--- src/design/assert_macros.svh ---
// Concurrent assertion helpers, clocked on the rising edge and disabled in reset.
`ifndef ASSERT_MACROS_SVH
`define ASSERT_MACROS_SVH
`ifndef SYNTHESIS
`define ASSERT_HOLDS(lbl, clk, rst_n, prop) \
    lbl: assert property (@(posedge clk) disable iff (!rst_n) prop) \
        else $error("assertion failed");
`define ASSERT_NEXT(lbl, clk, rst_n, ante, cons) \
    lbl: assert property (@(posedge clk) disable iff (!rst_n) (ante) |=> (cons)) \
        else $error("assertion failed");
`else
`define ASSERT_HOLDS(lbl, clk, rst_n, prop)
`define ASSERT_NEXT(lbl, clk, rst_n, ante, cons)
`endif
`endif

--- src/design/hfts_pkg.sv ---
package hfts_pkg;

    localparam int COORD_W         = 24;
    localparam int HEIGHT_W        = 24;
    localparam int INDEX_W         = 16;
    localparam int CNT_W           = 9;
    localparam int FRAC_W          = 17;
    localparam int MAX_COLUMNS_DEF = 256;
    localparam int MAX_ROWS_DEF    = 256;
    localparam int UNIT_Q16        = 65536;
    localparam int DEFAULT_HEIGHT  = 48;

    typedef enum logic [2:0] {
        REG_MIN_X   = 3'd0,
        REG_MIN_Y   = 3'd1,
        REG_MAX_X   = 3'd2,
        REG_MAX_Y   = 3'd3,
        REG_COLUMNS = 3'd4,
        REG_ROWS    = 3'd5
    } t_reg_idx;

    typedef enum logic {
        REQ_WRITE = 1'b0,
        REQ_QUERY = 1'b1
    } t_req;

    typedef struct packed {
        logic                vld;
        logic                qry;
        logic                dflt;
        logic                wen;
        logic [INDEX_W-1:0]  widx;
        logic [HEIGHT_W-1:0] wdata;
    } t_side;

endpackage

--- src/design/hfts_div.sv ---
module hfts_div #(
    parameter int NW = 33,
    parameter int LW = 8
) (
    input  logic                          i_clk,
    input  logic                          i_en,
    input  logic [NW-1:0]                 i_n,
    input  logic [hfts_pkg::COORD_W-1:0]  i_ex,
    output logic [LW+15:0]                o_q
);
    import hfts_pkg::*;

    localparam int QW = LW + 16;

    logic [COORD_W-1:0] r_rem  [QW];
    logic [QW-1:0]      r_quo  [QW];
    logic [COORD_W-1:0] rem_in [QW];
    logic [QW-1:0]      quo_in [QW];

    assign rem_in[0] = COORD_W'(i_n >> LW);
    assign quo_in[0] = QW'({i_n, 16'd0});

    for (genvar k = 0; k < QW; k++) begin : g_step
        logic [COORD_W:0]   trial;
        logic [COORD_W+1:0] diff;
        logic               take;

        if (k > 0) begin : g_link
            assign rem_in[k] = r_rem[k-1];
            assign quo_in[k] = r_quo[k-1];
        end

        assign trial = {rem_in[k], quo_in[k][QW-1]};
        assign diff  = {1'b0, trial} - {2'b00, i_ex};
        assign take  = !diff[COORD_W+1];

        always_ff @(posedge i_clk) begin
            if (i_en) begin
                r_rem[k] <= take ? diff[COORD_W-1:0] : trial[COORD_W-1:0];
                r_quo[k] <= {quo_in[k][QW-2:0], take};
            end
        end
    end

    assign o_q = r_quo[QW-1];

endmodule

--- config.mk ---
export PLATFORM = sky130hd
export DESIGN_NAME = hfts_div
export DESIGN_NICKNAME = d
export VERILOG_FILES = /design/src/design/assert_macros.svh /design/src/design/hfts_pkg.sv /design/src/design/hfts_div.sv
export SDC_FILE = /design/constraint.sdc
export NUM_CORES = 2
export LEC_CHECK = 0
export BUFFER_PORTS_ARGS = -buffer_cell sky130_fd_sc_hd__buf_4
export CAP_MARGIN = 20
export CORE_MARGIN = 10
export CORE_UTILIZATION = 50
export CTS_BUF_LIST = sky130_fd_sc_hd__clkbuf_8
export DETAILED_ROUTE_END_ITERATION = 12
export GPL_ROUTABILITY_DRIVEN = 0
export GPL_TIMING_DRIVEN = 0
export PLACE_DENSITY = 0.63
export SYNTH_ARGS = -nofsm -noshare
export SYNTH_HDL_FRONTEND = slang
export SYNTH_SLANG_ARGS = --single-unit
--- constraint.sdc ---
create_clock -name i_clk -period 4.8 [get_ports i_clk]
set_input_delay 0.96 -clock i_clk [delete_from_list [all_inputs] [get_ports i_clk]]
set_output_delay 0.96 -clock i_clk [all_outputs]
set_load 0.02 [all_outputs]
==> results.py <==
metrics = {
    "routing": {
        "vias_per_cell": 5.83,
        "routedWlPerCell_microns": 19.0,
        "wl_microns": 139000,
        "routed-via-count": 42700,
        "drt_iter0_drc": 2597,
        "drc": 0,
        "first_pass_iters": 5,
        "ant_nets": 0,
    },
    "floorplanning": {
        "io_pins": 83,
        "core_area_sq_um": 115000,
        "fp.dieW_microns": 360,
        "initial_core_util": 0.505,
        "die_area_sq_um": 130000,
        "die_h_microns": 360,
        "num_rows": 124,
    },
    "cells_and_area": {
        "drive_gt1_frac": 0.0997,
        "seqCellArea_sq_um": 26400,
        "nFillCells": 10000,
        "syn_to_final_growth_pct": 10.7,
        "nets": 6353,
        "fin_cells": 7336,
        "multi_input_area_sq_um": 30100,
        "design_area_sq_um": 64000,
    },
    "worst_setup_path": {
        "startpoint_type": "primary input",
        "critPathRequiredTime_ns": 5.38,
        "end_kind": "flip-flop",
        "crit_type": "primary input to flip-flop",
        "r2r_start": "r_rem[0][56]$_DFFE_PP_",
        "crit_fanout": 24,
        "crit_start": "i_ex[1]",
        "worstPathArrival_ns": 5.09,
    },
    "power": {
        "power_mw": 44.7,
        "switching_share": 0.403,
        "ir_worst_vdd_uv": 316,
        "internal-power_mw": 26.7,
        "clock_power_share": 0.151,
        "p_per_area_nw_per_um2": 699,
        "p_leak_nw": 25.5,
        "p_switching_mw": 18.0,
        "pwr-share-seq": 0.323,
        "pwr-share-comb": 0.526,
    },
    "timing": {
        "finalCritPeriodShare": 0.941,
        "hold_viol_final": 0,
        "rsz0062_at_grt": "no",
        "post-route-min-period_ns": 4.52,
        "setup_viol": 0,
        "whs_ns": 0.254,
        "fin_skew_ns": 0.0323,
        "slew_headroom": 0.259,
        "fmax_mhz": 221,
        "worstMarginPinSlew_ns": 1.11,
        "maxSlewViolCount": 0,
    },
    "logic_synthesis": {
        "ys_types": 91,
        "ys.flop_type": "edfxtp_1",
        "netlist_area_sq_um": 57800,
        "yosys.area.top_type": "edfxtp_1",
        "synth_nets": 6075,
        "yosys_warnings": 0,
        "synth_commonest_cells": "edfxtp_1, ha_1, nand2_1, a21oi_1, o21ai_0",
        "ys_seq_area_frac": 0.457,
        "synth-seq-cells": 880,
        "syn-mean-instance-area_sq_um": 10.6,
        "async_flop_share": 0,
        "synth-edff-count": 880,
        "synth_top_area_frac": 0.457,
        "synth.top_cells.by_area": "edfxtp_1, ha_1, a21oi_1",
        "synth.most_common_cell": "edfxtp_1",
        "synthCells": 5433,
    },
    "clock_tree": {
        "clockBufferDepth": 3,
        "cts_buffers": 162,
        "cts_num_sinks": 880,
        "clockRootBuffer": "clkbuf_8",
        "clk_pin_slew_ns": 0.06,
        "worst_skew_pair.late_latency_ns": 0.89,
        "htreeDepth": 4,
        "cts_tree": "built",
    },
    "hold_path": {
        "min_from": "i_n[6]",
        "hp-class": "primary input to flip-flop",
    },
    "global_route": {
        "grt-ovfl-total": 0,
        "grt_pass1_vias": 42000,
        "grt_max_degree": 128,
        "grtUsageTotal": 0.210,
        "grt_pass1_wl_microns": 219000,
        "antenna_found_initial": 1,
    },
    "place": {
        "placedCellCount": 7057,
        "placed_area_sq_um": 61000,
        "numPortBuffers": 81,
        "hpwl_microns": 98700,
    },
    "run": {
        "drv_cap": 0,
    },
    "status": {
        "status": "finished clean",
    },
}
==> registers in the layout, summed over array words and instances (netlist names) <==
name / flops
r_rem: 552
r_quo: 328
==> critical path, stage by stage <==
cell and delay (ns):
clkbuf_8 0.41, inv_2 0.28, buf_12 0.24, ha_1 0.31
nor2b_1 0.13, o21a_1 0.21, o21ai_1 0.19, a22oi_1 0.21
a21oi_1 0.42, o2111ai_1 0.18, nand2_1 0.14, o2111a_1 0.22
clkbuf_1 0.39, clkbuf_1 0.55, o21ai_0 0.19
==> power by group through the flow <==
| stage | Sequential [mW] | Combinational [mW] | Clock (mW) |
|---|---|---|---|
| final | 14.4 | 23.6 | 6.76 |
| after global routing | 14.7 | 26.5 | 7.34 |
| after CTS | 14.5 | 23.5 | 7.00 |
| after detailed placement | 14.6 | 23.4 | 0 |
| after global placement | 14.7 | 22.9 | 0 |
| after floorplan | 13.8 | 18.4 | 0 |
==> area by class of cell <==
class | instances | area share
well taps | 1512 | 0.0296
clock inverters | 111 | 0.0113
repair buffers | 114 | 0.0206
clock buffers | 162 | 0.0349
inverters | 190 | 0.0111
multi-input cells | 4249 | 0.471
diodes | 4 | 0.000156
plain buffers | 114 | 0.00814
flip-flops and latches | 880 | 0.413
==> worst paths after layout <==
path / endpoint / slack (ns) / cells past startpoint
max: r_rem[2][145]$_DFFE_PP_ / 0.28 / 15
min: r_quo[0][23]$_DFFE_PP_ / 0.25 / 1
max reg2reg: r_rem[0][90]$_DFFE_PP_ / 0.68 / 11
min reg2reg: r_quo[0][171]$_DFFE_PP_ / 0.41 / 0
==> placed cells by master (no fill, tap or decap), types with 79 or more instances in the layout <==
master / count
clkbuf_8: 163
a21oi_1: 469
mux2_2: 141
xor2_1: 180
a21o_1: 185
nand3_1: 79
inv_1: 211
buf_4: 83
nor2_1: 364
o21a_1: 109
nor2b_1: 86
nor3_1: 88
o21ai_0: 465
ha_1: 560
nand2b_1: 96
xnor2_1: 226
edfxtp_1: 880
nand2_1: 480
==> through the flow <==
| step | TNS [ns] | setup slack, ns | utilization |
|---|---|---|---|
| global placement | -4858.68 | -4.94 | 0.527 |
| global route | 0 | 0.0448 | 0.559 |
| floorplan | 0 | 0.555 | - |
| CTS | 0 | 0.00692 | 0.558 |
| detailed placement | -263.91 | -1.18 | 0.533 |
| finish | 0 | 0.281 | 0.559 |
==> cell families (layout without fill, tap and decap cells) <==
logic type	count (synthesis)	count (layout)	synth area share
AO/OA/AOI/OAI	1663	1663	0.179
other	0	4	0
buffers and inverters	304	691	0.0213
adder cells (fa/ha/maj)	583	583	0.129
XOR/XNOR	406	406	0.0615
flip-flops	880	880	0.457
AND/OR/NAND/NOR	1418	1418	0.116
multiplexers	179	179	0.0357
==> routing by layer <==
| metal | wire length [microns] | vias up | global-route usage |
|---|---|---|---|
| met2 | 66800 | 1048 | 0.361 |
| met4 | 4990 | 0 | 0.0836 |
| met5 | 0 | - | 0 |
| met3 | 7660 | 325 | 0.0366 |
| met1 | 59800 | 20300 | 0.261 |
| li1 | - | 21100 | - |
==> repair_timing <==
item,in CTS,in global routing
pin swaps,0,1
hold buffers,0,0
endpoints found under the setup margin,17,22
resized for setup,1,3
setup buffers,0,2
Power figures use the tool's default switching activity.
